$ cat src/rtl/ecal_pkg.sv
package ecal_pkg;

  // pipeline depth and stage indices
  localparam int unsigned NumStg  = 10;
  localparam int unsigned StgT    = 0;  // Unix seconds, format resolved
  localparam int unsigned StgU    = 1;  // biased non-negative seconds
  localparam int unsigned StgQ    = 2;  // biased day number
  localparam int unsigned StgZ    = 3;  // days since 0000-03-01, time of day
  localparam int unsigned StgEra  = 4;  // era, day of era / hours
  localparam int unsigned StgA    = 5;  // leap-corrected day of era / min, sec
  localparam int unsigned StgYoe  = 6;  // year of era
  localparam int unsigned StgDoy  = 7;  // day of March-based year
  localparam int unsigned StgMp   = 8;  // March-based month
  localparam int unsigned StgOut  = 9;  // output register

  typedef logic [NumStg-1:0] stg_vec_t;

  typedef struct packed {
    logic [4:0] hours;
    logic [5:0] minutes;
    logic [5:0] seconds;
  } hms_t;

  // NTP era 0 starts 2208988800 s before the Unix epoch
  localparam logic [33:0] NtpUnixDelta = 34'd2208988800;

  // 99421 whole days; lifts every 34-bit signed count above zero
  localparam logic [34:0] DayBias    = 35'd8589974400;
  // 719468 - 99421: days from 0000-03-01 to the bias origin
  localparam logic [19:0] ZBias      = 20'd620047;
  localparam logic [16:0] SecsPerDay = 17'd86400;
  localparam logic [16:0] SecsPerHr  = 17'd3600;
  localparam logic [11:0] SecsPerMin = 12'd60;

  localparam logic [19:0] DaysPerEra = 20'd146097;
  localparam logic [17:0] DaysEraM1  = 18'd146096;
  localparam logic [17:0] Days100Yr  = 18'd36524;
  localparam logic [17:0] DaysPerYr  = 18'd365;
  localparam logic [8:0]  YrsPerCent = 9'd100;
  localparam logic [11:0] YrsPerEra  = 12'd400;

  // reciprocals: floor(x/d) = (x*M) >> S, exact over the stated input width
  localparam logic [28:0] Recip675  = 29'd407226529;  // 28-bit x, S=38
  localparam logic [18:0] Recip365  = 19'd367720;     // 18-bit x, S=27
  localparam logic [11:0] Recip153  = 12'd3427;       // 11-bit x, S=19
  localparam logic [13:0] Recip225  = 14'd9321;       // 13-bit x, S=21
  localparam logic [10:0] Recip15   = 11'd1093;       // 10-bit x, S=14

  function automatic logic [8:0] div365(input logic [17:0] x);
    logic [36:0] p;
    p = 37'(x) * 37'(Recip365);
    return p[35:27];
  endfunction

  // (153*mp + 2) / 5: first day of each March-based month
  function automatic logic [8:0] month_start(input logic [3:0] mp);
    logic [8:0] r;
    case (mp)
      4'd0:    r = 9'd0;
      4'd1:    r = 9'd31;
      4'd2:    r = 9'd61;
      4'd3:    r = 9'd92;
      4'd4:    r = 9'd122;
      4'd5:    r = 9'd153;
      4'd6:    r = 9'd184;
      4'd7:    r = 9'd214;
      4'd8:    r = 9'd245;
      4'd9:    r = 9'd275;
      4'd10:   r = 9'd306;
      4'd11:   r = 9'd337;
      default: r = 9'd0;
    endcase
    return r;
  endfunction

endpackage

$ cat src/rtl/ecal_if.sv
interface ecal_in_if;
  logic               valid;
  logic               ready;
  logic               action;
  logic signed [33:0] seconds_count;

  modport source (output valid, action, seconds_count, input ready);
  modport sink   (input valid, action, seconds_count, output ready);
endinterface

interface ecal_out_if;
  logic        valid;
  logic        ready;
  logic        valid_res;
  logic [11:0] year;
  logic [3:0]  month;
  logic [4:0]  day;
  logic [4:0]  hours;
  logic [5:0]  minutes;
  logic [5:0]  second_of_minute;

  modport source (output valid, valid_res, year, month, day, hours, minutes,
                  second_of_minute, input ready);
  modport sink   (input valid, valid_res, year, month, day, hours, minutes,
                  second_of_minute, output ready);
endinterface

$ cat src/rtl/ecal_ctrl.sv
module ecal_ctrl import ecal_pkg::*; (
  input  logic     clk_i,
  input  logic     rst_ni,
  input  logic     in_valid_i,
  output logic     in_ready_o,
  output logic     out_valid_o,
  input  logic     out_ready_i,
  output stg_vec_t ld_o
);

  stg_vec_t          v_q, v_d;
  logic [NumStg:0]   rdy;

  // a stage loads when it is empty or its content moves on
  always_comb begin
    rdy[NumStg] = out_ready_i;
    for (int k = NumStg - 1; k >= 0; k--) begin
      rdy[k] = !v_q[k] || rdy[k+1];
    end
    v_d[0] = rdy[0] ? in_valid_i : v_q[0];
    for (int k = 1; k < NumStg; k++) begin
      v_d[k] = rdy[k] ? v_q[k-1] : v_q[k];
    end
  end

  always_ff @(posedge clk_i or negedge rst_ni) begin
    if (!rst_ni) begin
      v_q <= '0;
    end else begin
      v_q <= v_d;
    end
  end

  assign ld_o        = rdy[NumStg-1:0];
  assign in_ready_o  = rdy[0];
  assign out_valid_o = v_q[NumStg-1];

endmodule

$ cat src/rtl/ecal_front.sv
module ecal_front import ecal_pkg::*; (
  input  logic               clk_i,
  input  stg_vec_t           ld_i,
  input  logic               action_i,
  input  logic signed [33:0] seconds_count_i,
  output logic               ok_o,
  output logic [19:0]        z_o,
  output logic [16:0]        tod_o
);

  logic [31:0] ntp;
  logic [33:0] t_d, t_q;
  logic        ok_d;
  logic [34:0] u_d, u_q, u2_q;
  logic [56:0] prod;
  logic [17:0] q_d, q_q;
  logic [34:0] rem;
  logic [19:0] z_d, z_q;
  logic [16:0] tod_d, tod_q;
  logic [StgZ:StgT] ok_q;

  // NTP: clear top bit is era 1, i.e. +2^32, then shift origin to 1970
  always_comb begin
    ntp  = seconds_count_i[31:0];
    t_d  = action_i ? (34'({~ntp[31], ntp}) - NtpUnixDelta) : seconds_count_i;
    ok_d = !(action_i && (ntp == '0));
  end

  assign u_d  = 35'({t_q[33], t_q}) + DayBias;

  // u / 86400 = (u >> 7) / 675
  assign prod = 57'(u_q[34:7]) * 57'(Recip675);
  assign q_d  = prod[55:38];

  assign rem   = u2_q - 35'(q_q) * 35'(SecsPerDay);
  assign tod_d = rem[16:0];
  assign z_d   = 20'(q_q) + ZBias;

  always_ff @(posedge clk_i) begin
    if (ld_i[StgT]) begin
      t_q        <= t_d;
      ok_q[StgT] <= ok_d;
    end
    if (ld_i[StgU]) begin
      u_q        <= u_d;
      ok_q[StgU] <= ok_q[StgT];
    end
    if (ld_i[StgQ]) begin
      q_q        <= q_d;
      u2_q       <= u_q;
      ok_q[StgQ] <= ok_q[StgU];
    end
    if (ld_i[StgZ]) begin
      z_q        <= z_d;
      tod_q      <= tod_d;
      ok_q[StgZ] <= ok_q[StgQ];
    end
  end

  assign ok_o  = ok_q[StgZ];
  assign z_o   = z_q;
  assign tod_o = tod_q;

endmodule

$ cat src/rtl/ecal_civil.sv
module ecal_civil import ecal_pkg::*; (
  input  logic        clk_i,
  input  stg_vec_t    ld_i,
  input  logic        ok_i,
  input  logic [19:0] z_i,
  output logic        ok_o,
  output logic [11:0] year_o,
  output logic [3:0]  month_o,
  output logic [4:0]  day_o
);

  logic [StgOut:StgEra] ok_q;

  logic [2:0]  era_d, era4_q, era5_q, era6_q, era7_q, era8_q;
  logic [17:0] doe_d, doe4_q, doe5_q, doe6_q;
  logic [8:0]  c1460;
  logic [2:0]  c36524;
  logic        c146096;
  logic [17:0] a_d, a_q;
  logic [8:0]  yoe_d, yoe6_q, yoe7_q, yoe8_q;
  logic [17:0] y365;
  logic [1:0]  c100;
  logic [8:0]  doy_d, doy7_q, doy8_q;
  logic [10:0] mx;
  logic [22:0] mprod;
  logic [3:0]  mp_d, mp8_q;
  logic [11:0] year_d, year_q;
  logic [3:0]  month_d, month_q;
  logic [4:0]  day_d, day_q;

  // era and day of era
  always_comb begin
    era_d = '0;
    for (int k = 1; k <= 7; k++) begin
      if (z_i >= 20'(k) * DaysPerEra) era_d = 3'(k);
    end
    doe_d = 18'(z_i - 20'(era_d) * DaysPerEra);
  end

  // remove leap days: doe/1460 taken as (doe>>2)/365
  always_comb begin
    c1460  = div365({2'b00, doe4_q[17:2]});
    c36524 = '0;
    for (int k = 1; k <= 4; k++) begin
      if (doe4_q >= 18'(k) * Days100Yr) c36524 = 3'(k);
    end
    c146096 = (doe4_q == DaysEraM1);
    a_d = doe4_q - 18'(c1460) + 18'(c36524) - 18'(c146096);
  end

  assign yoe_d = div365(a_q);

  always_comb begin
    y365 = 18'(yoe6_q) * DaysPerYr;
    c100 = '0;
    for (int k = 1; k <= 3; k++) begin
      if (yoe6_q >= 9'(k) * YrsPerCent) c100 = 2'(k);
    end
    doy_d = 9'(doe6_q - y365 - 18'(yoe6_q[8:2]) + 18'(c100));
  end

  // March-based month
  assign mx    = 11'(doy7_q) * 11'd5 + 11'd2;
  assign mprod = 23'(mx) * 23'(Recip153);
  assign mp_d  = mprod[22:19];

  // Jan and Feb belong to the next civil year
  always_comb begin
    day_d   = 5'(doy8_q - month_start(mp8_q) + 9'd1);
    month_d = (mp8_q < 4'd10) ? (mp8_q + 4'd3) : (mp8_q - 4'd9);
    year_d  = 12'(yoe8_q) + 12'(era8_q) * YrsPerEra + 12'(mp8_q >= 4'd10);
  end

  always_ff @(posedge clk_i) begin
    if (ld_i[StgEra]) begin
      era4_q       <= era_d;
      doe4_q       <= doe_d;
      ok_q[StgEra] <= ok_i;
    end
    if (ld_i[StgA]) begin
      a_q        <= a_d;
      doe5_q     <= doe4_q;
      era5_q     <= era4_q;
      ok_q[StgA] <= ok_q[StgEra];
    end
    if (ld_i[StgYoe]) begin
      yoe6_q       <= yoe_d;
      doe6_q       <= doe5_q;
      era6_q       <= era5_q;
      ok_q[StgYoe] <= ok_q[StgA];
    end
    if (ld_i[StgDoy]) begin
      doy7_q       <= doy_d;
      yoe7_q       <= yoe6_q;
      era7_q       <= era6_q;
      ok_q[StgDoy] <= ok_q[StgYoe];
    end
    if (ld_i[StgMp]) begin
      mp8_q       <= mp_d;
      doy8_q      <= doy7_q;
      yoe8_q      <= yoe7_q;
      era8_q      <= era7_q;
      ok_q[StgMp] <= ok_q[StgDoy];
    end
    if (ld_i[StgOut]) begin
      year_q       <= year_d;
      month_q      <= month_d;
      day_q        <= day_d;
      ok_q[StgOut] <= ok_q[StgMp];
    end
  end

  assign ok_o    = ok_q[StgOut];
  assign year_o  = year_q;
  assign month_o = month_q;
  assign day_o   = day_q;

endmodule

$ cat src/rtl/ecal_tod.sv
module ecal_tod import ecal_pkg::*; (
  input  logic        clk_i,
  input  stg_vec_t    ld_i,
  input  logic [16:0] tod_i,
  output hms_t        hms_o
);

  logic [26:0] hprod;
  logic [4:0]  hr_d, hr_q;
  logic [11:0] rem_d, rem_q;
  logic [20:0] mprod;
  logic [5:0]  min;
  hms_t        hms_d;
  hms_t        hms_q [StgA:StgOut];

  // tod / 3600 = (tod >> 4) / 225
  assign hprod = 27'(tod_i[16:4]) * 27'(Recip225);
  assign hr_d  = hprod[25:21];
  assign rem_d = 12'(tod_i - 17'(hr_d) * SecsPerHr);

  // rem / 60 = (rem >> 2) / 15
  always_comb begin
    mprod         = 21'(rem_q[11:2]) * 21'(Recip15);
    min           = mprod[19:14];
    hms_d.hours   = hr_q;
    hms_d.minutes = min;
    hms_d.seconds = 6'(rem_q - 12'(min) * SecsPerMin);
  end

  always_ff @(posedge clk_i) begin
    if (ld_i[StgEra]) begin
      hr_q  <= hr_d;
      rem_q <= rem_d;
    end
    if (ld_i[StgA]) begin
      hms_q[StgA] <= hms_d;
    end
    for (int k = StgYoe; k <= StgOut; k++) begin
      if (ld_i[k]) hms_q[k] <= hms_q[k-1];
    end
  end

  assign hms_o = hms_q[StgOut];

endmodule

$ cat src/rtl/epoch_seconds_to_calendar.sv
// Seconds count to UTC calendar date and time of day. Each input beat carries
// a 34-bit count and a format select: action=0 takes the count as signed Unix
// seconds, action=1 takes its low 32 bits as an NTP seconds value (top bit
// clear means the 2036 era) and moves it to the Unix origin. An NTP value of
// zero gives valid_res=0 with all date and time fields zero. Dates follow the
// proleptic Gregorian calendar; times before 1970 floor to the earlier day.
// The block is a 10-stage pipeline that accepts one beat per cycle unless a
// stalled output has backed up every stage. A result is presented on the
// output from the output register once its beat has passed through all the
// stages. The depth is set by the chain of constant divisions (86400, era,
// 365, month), each in its own stage: the era by compares against its
// multiples, the others as reciprocal multiplies. Results leave in acceptance
// order. Back-pressure propagates stage by stage, so empty stages keep filling
// while the output register waits. No state beyond the pipeline.
module epoch_seconds_to_calendar import ecal_pkg::*; (
  input  logic          clk_i,
  input  logic          rst_ni,
  ecal_in_if.sink       in_i,
  ecal_out_if.source    out_o
);

  stg_vec_t    ld;
  logic        ok_front;
  logic [19:0] z;
  logic [16:0] tod;
  logic        ok_out;
  logic [11:0] year;
  logic [3:0]  month;
  logic [4:0]  day;
  hms_t        hms;

  // handshake and per-stage load enables
  ecal_ctrl u_ctrl (
    .clk_i       (clk_i),
    .rst_ni      (rst_ni),
    .in_valid_i  (in_i.valid),
    .in_ready_o  (in_i.ready),
    .out_valid_o (out_o.valid),
    .out_ready_i (out_o.ready),
    .ld_o        (ld)
  );

  // stages 0-3: format, bias, day split
  ecal_front u_front (
    .clk_i           (clk_i),
    .ld_i            (ld),
    .action_i        (in_i.action),
    .seconds_count_i (in_i.seconds_count),
    .ok_o            (ok_front),
    .z_o             (z),
    .tod_o           (tod)
  );

  // stages 4-9: days since 0000-03-01 to year/month/day
  ecal_civil u_civil (
    .clk_i   (clk_i),
    .ld_i    (ld),
    .ok_i    (ok_front),
    .z_i     (z),
    .ok_o    (ok_out),
    .year_o  (year),
    .month_o (month),
    .day_o   (day)
  );

  // stages 4-9: seconds of day to h/m/s, delayed to line up with the date
  ecal_tod u_tod (
    .clk_i (clk_i),
    .ld_i  (ld),
    .tod_i (tod),
    .hms_o (hms)
  );

  // a zero NTP value forces every field to zero
  assign out_o.valid_res        = ok_out;
  assign out_o.year             = ok_out ? year        : '0;
  assign out_o.month            = ok_out ? month       : '0;
  assign out_o.day              = ok_out ? day         : '0;
  assign out_o.hours            = ok_out ? hms.hours   : '0;
  assign out_o.minutes          = ok_out ? hms.minutes : '0;
  assign out_o.second_of_minute = ok_out ? hms.seconds : '0;

endmodule
$ cat src/flat_wrapper.sv
// flat-port wrapper written by rule: the top's interface ports become plain ports
module epoch_seconds_to_calendar_flat import ecal_pkg::*;
  (clk_i, rst_ni, in_i_valid, in_i_action, in_i_seconds_count, in_i_ready, out_o_valid, out_o_valid_res, out_o_year, out_o_month, out_o_day, out_o_hours, out_o_minutes, out_o_second_of_minute, out_o_ready);
  ecal_in_if in_i_i ();
  ecal_out_if out_o_i ();
  input  logic clk_i;
  input  logic rst_ni;
  input wire logic [$bits(in_i_i.valid)-1:0] in_i_valid;
  input wire logic [$bits(in_i_i.action)-1:0] in_i_action;
  input wire logic [$bits(in_i_i.seconds_count)-1:0] in_i_seconds_count;
  output wire logic [$bits(in_i_i.ready)-1:0] in_i_ready;
  output wire logic [$bits(out_o_i.valid)-1:0] out_o_valid;
  output wire logic [$bits(out_o_i.valid_res)-1:0] out_o_valid_res;
  output wire logic [$bits(out_o_i.year)-1:0] out_o_year;
  output wire logic [$bits(out_o_i.month)-1:0] out_o_month;
  output wire logic [$bits(out_o_i.day)-1:0] out_o_day;
  output wire logic [$bits(out_o_i.hours)-1:0] out_o_hours;
  output wire logic [$bits(out_o_i.minutes)-1:0] out_o_minutes;
  output wire logic [$bits(out_o_i.second_of_minute)-1:0] out_o_second_of_minute;
  input wire logic [$bits(out_o_i.ready)-1:0] out_o_ready;
  assign in_i_i.valid = in_i_valid;
  assign in_i_i.action = in_i_action;
  assign in_i_i.seconds_count = in_i_seconds_count;
  assign in_i_ready = in_i_i.ready;
  assign out_o_valid = out_o_i.valid;
  assign out_o_valid_res = out_o_i.valid_res;
  assign out_o_year = out_o_i.year;
  assign out_o_month = out_o_i.month;
  assign out_o_day = out_o_i.day;
  assign out_o_hours = out_o_i.hours;
  assign out_o_minutes = out_o_i.minutes;
  assign out_o_second_of_minute = out_o_i.second_of_minute;
  assign out_o_i.ready = out_o_ready;
  epoch_seconds_to_calendar u_core (.clk_i(clk_i), .rst_ni(rst_ni), .in_i(in_i_i), .out_o(out_o_i));
endmodule
$ cat config.mk
export PLATFORM = sky130hd
export DESIGN_NAME = epoch_seconds_to_calendar_flat
export DESIGN_NICKNAME = d
export VERILOG_FILES = /design/src/rtl/ecal_pkg.sv /design/src/rtl/ecal_if.sv /design/src/rtl/ecal_ctrl.sv /design/src/rtl/ecal_front.sv /design/src/rtl/ecal_civil.sv /design/src/rtl/ecal_tod.sv /design/src/rtl/epoch_seconds_to_calendar.sv /design/src/flat_wrapper.sv
export SDC_FILE = /design/constraint.sdc
export NUM_CORES = 2
export LEC_CHECK = 0
export CAP_MARGIN = 20
export CORE_MARGIN = 10
export CORE_UTILIZATION = 38
export DETAILED_ROUTE_END_ITERATION = 8
export DONT_BUFFER_PORTS = 1
export SETUP_SLACK_MARGIN = 0.5
export SLEW_MARGIN = 20
export SYNTH_ARGS = -nofsm -noshare
export SYNTH_HDL_FRONTEND = slang
export SYNTH_SLANG_ARGS = --single-unit
$ cat constraint.sdc
create_clock -name clk_i -period 9.7 [get_ports clk_i]
set_input_delay 1.455 -clock clk_i [delete_from_list [all_inputs] [get_ports clk_i]]
set_output_delay 1.455 -clock clk_i [all_outputs]
set_load 0.01 [all_outputs]
==> metrics.md <==
| Metric | Value |
|---|---|
| Clk slew on worst S/H paths | ~0.08 ns |
| Final setup fails | 0 |
| Core box area | 120000 µm² |
| Fill cell count | about 11k |
| CTS tree | done |
| DRC Markers | 0 |
| Slew @ Worst Pin | 0.972 ns |
| Startpoint types | flip-flop |
| Class of the worst hold path | reg -> reg |
| Initial core utilization | roughly two fifths |
| Number of flops mapped to enable cells by yosys | 387 |
| Synthesized area | about 46000 µm² |
| Uppermost metal layer occupied by signal nets | met4 |
| Worst r2r src | u_core.u_civil.doe4_q[6] |
| Status | finished clean |
| Fmax | between 0.1 and 0.15 GHz |
| Metal2 WL | approximately 44 mm |
| Post-Synth Simple-Gate Area | 5.08% |
| Main combinational cell family by area after synthesis | adder cells |
| Final Hold Viols | 0 |
| Final nets | 5660 |
| Avg Synthesized Cell Area | roughly 11 µm² |
| Share of the synthesized area in the top cell type | around 28% |
| Wire per inst | 15.8 µm |
| RSZ-0062 raised after global routing | false |
| Largest net degree at the start of global routing | between 40 and 50 |
| Initial antenna violation count | 1 |
| Antenna Nets Post-Route | 0 |
| Via count | roughly 27k |
| Num rows | 127 |
| Compound-Gate Fraction of Synth Area | slightly below 6% |
| GPL Wtd Cong | about 0.87 |
| WP data required | 10.15 ns |
| Post-synth ARST share | about 2.5% |
| CP max FO | 6 |
| Number of library cell types mapped by synthesis | slightly above 70 |
| Main flop type after synthesis | edfxtp_1 |
| Post-Synth Adder-Cell Area | around 50% |
| Drt via density | roughly 4.7 |
| Share of cells above drive strength 1 | 3.94% |
| Critical path's largest stage delay | approximately 0.58 ns |
| M1 wire length | 41.5 mm |
| Io pins | 80 |
| Post-synthesis mux area share | less than 1% |
| Clock root buffer | clkbuf_16 |
| Fin Clk Skew | about 0.048 ns |
| Slew headroom | 34.9% |
| Layout area overhead | 8.68% |
| Reg-to-reg slack, setup | a little under 0.9 ns |
| Mapped Cells | 4017 |
| Vias in the first global route | 29.2k |
| Overall die height | 367 µm |
| CTS max path bufs | 3 |
| Register Area | 12000 µm² |
| DIE AREA | around 130000 µm² |
| Crit Path Category | reg -> reg |
| First-pass GRT wire length | roughly 150 mm |
| Sequential share of the synthesized area | a little over a quarter |
| CP Data Arrival Time | 9.26 ns |
| CTS sink cnt | between 400 and 500 |
| Min cycle time layout | between 8 and 9 ns |
| Worst skew pair latency | 0.61 ns |
| Final WL | 90.8 mm |
| Leading area contributor after synthesis | ha_1 |
| Synth Register Bits | 402 |
| Crit path launch | u_core.u_civil.doe4_q[6] |
| Initial DRT Pass Iterations | 7 |
| Antenna cells | 0 |
| Maxcap violations | 0 |
| Post-Syn Nets | around 5.6k |
| CP max stage cell | fa_2 |
| CP dominant cell by count | fa_1 |
| Final setup TNS | 0 ns |
| Post-synthesis xor/xnor area fraction | 4.30% |
| Routed wl met3 | between 3 and 4 mm |
| Hpwl dp | about 76 mm |
| Final Slew Violations | 0 |
| GRT Total Usage | roughly 14% |
| Final worst path period share | between 90% and 100% |
| Critical path endpoint category | flip-flop |
| Multi-input gate area | approximately 30000 µm² |
| Cts hold-fix bufs | 0 |
| Num CTS Buffers | 44 |
| Worst hold start | u_core.u_civil.yoe7_q[3] |
| Ranking of synthesized cells by area | ha_1 28%, edfxtp_1 25%, fa_1 23% |
| H-tree depth | 2 |
| IO buf count | 0 |
| Grt ovf | 0 |
| Number of DRC markers in iteration 0 | 1180 |
| Synth Warn # | 0 |
| Width of the die | 367 µm |
critical path, delay by kind of cell (launching register included):
family / cells / cell delay [ns]
AO/OA/AOI/OAI: 15 / 2.61
XOR/XNOR: 1 / 0.12
adder cells (fa/ha/maj): 10 / 4.68
buffers and inverters: 5 / 0.27
flip-flops: 1 / 0.50
AND/OR/NAND/NOR: 2 / 0.49
metrics by stage:
stage | hold slack, ns | instances | utilization, % | setup WS (ns) | area, µm²
5_1_grt | 0.413 | 5746 | 41.4 | 0.460 | 49600
4_1_cts | 0.403 | 5741 | 41.4 | 0.540 | 49500
6_report | 0.406 | 5746 | 41.4 | 0.893 | 49600
3_5_place_dp | 0.405 | 5652 | 40.0 | 0.210 | 47900
2_1_floorplan | 0.400 | 4017 | - | 1.07 | 45600
3_3_place_gp | 0.400 | 5652 | 40.0 | 0.348 | 47900
sequential cells by signal, indices dropped and copies added, names as in the netlist, 5 cells and up, named ones only:
register / flops
u_core.u_tod.hms_q: 85
u_core.u_front.u_q: 35
u_core.u_front.t_q: 34
u_core.u_front.z_o: 19
u_core.u_civil.a_q: 18
u_core.u_civil.doe4_q: 18
u_core.u_front.q_q: 18
u_core.u_front.tod_o: 17
u_core.u_front.u2_q: 17
u_core.u_civil.year_o: 12
u_core.u_tod.rem_q: 12
u_core.u_ctrl.v_q: 10
u_core.u_civil.doe5_q: 9
u_core.u_civil.doe6_q: 9
u_core.u_civil.doy7_q: 9
u_core.u_civil.yoe6_q: 9
u_core.u_civil.yoe7_q: 9
u_core.u_civil.yoe8_q: 9
u_core.u_civil.ok_q: 6
u_core.u_civil.day_o: 5
u_core.u_civil.doy8_q: 5
u_core.u_tod.hr_q: 5
Yosys cell counts, drive strengths merged, types with 18 or more instances:
| cell | number |
|---|---|
| nand2b | 25 |
| nand2 | 98 |
| edfxtp | 387 |
| nand3 | 38 |
| xor2 | 76 |
| nand4 | 26 |
| nor2 | 116 |
| a21o | 68 |
| o21bai | 19 |
| xnor2 | 148 |
| a21oi | 118 |
| o21ai | 72 |
| and2 | 49 |
| inv | 980 |
| o21a | 18 |
| ha | 1010 |
| fa | 513 |
| nor2b | 24 |
| nor3 | 29 |
area by class of cell:
class | count | share of cell area (%)
multi-input combinational | 2624 | 60.5
sequential | 402 | 24.1
inverter | 980 | 7.42
tap | 1612 | 4.07
clock buffer | 51 | 2.31
clock inverter | 31 | 0.850
timing repair buffer | 46 | 0.696
cells by family after synthesis:
kind of cell / Yosys count
adders and majority gates: 1523
buffers and inverters: 991
and+or+nand+nor: 463
AOI/OAI and AO/OA: 407
DFF: 402
xor gates and xnor gates: 224
muxes: 7
layout by cell type, fill, tap and decap left out, drive strengths merged, types with 7 or more instances in the layout:
| cell | netlist | final |
|---|---|---|
| and2 | 49 | 49 |
| clkbuf | 10 | 51 |
| edfxtp | 387 | 387 |
| a21oi | 118 | 118 |
| nand2 | 98 | 98 |
| or3 | 8 | 8 |
| o21ai | 72 | 72 |
| and3 | 11 | 11 |
| inv | 980 | 983 |
| or2 | 10 | 10 |
| ha | 1010 | 1010 |
| a21boi | 11 | 11 |
| nand2b | 25 | 25 |
| a31oi | 11 | 11 |
| dfrtp | 10 | 10 |
| o21bai | 19 | 19 |
| clkinv | 0 | 18 |
| nand4 | 26 | 26 |
| nor3 | 29 | 29 |
| a41o | 7 | 7 |
| bufinv | 0 | 7 |
| a21o | 68 | 68 |
| a211oi | 15 | 15 |
| o21a | 18 | 18 |
| xor2 | 76 | 76 |
| nand3 | 38 | 38 |
| xnor2 | 148 | 148 |
| a211o | 10 | 10 |
| nor2 | 116 | 116 |
| buf | 1 | 46 |
| nor2b | 24 | 24 |
| fa | 513 | 513 |
| o211ai | 13 | 13 |
| nor4 | 9 | 9 |
| or4 | 7 | 7 |
what timing repair did:
item,in CTS,in global routing
gates resized for setup,5,17
setup endpoints to repair,4,6
setup buffers,7,5
pin swaps,1,10
endpoints found under the hold margin,0,0
routing by layer:
layer / vias up / global-route usage, %
met3: 107 / 1.80
met2: 357 / 24.0
li1: 13400 / -
met1: 13300 / 18.5
met5: - / 0
met4: 0 / 3.44
final timing paths:
path / to / depth (start not counted)
setup / recovery: u_core.u_civil.a_q[17] / 33
hold / removal: u_core.u_civil.yoe8_q[3] / 0
setup reg to reg: u_core.u_civil.a_q[17] / 33
hold reg to reg: u_core.u_civil.yoe8_q[3] / 0
max in group asynchronous: u_core.u_ctrl.v_q[9] / 0
min in group asynchronous: u_core.u_ctrl.v_q[0] / 0
Power is not shown: default switching activity piles up to over one toggle a cycle in this logic, so the estimate is an artifact.
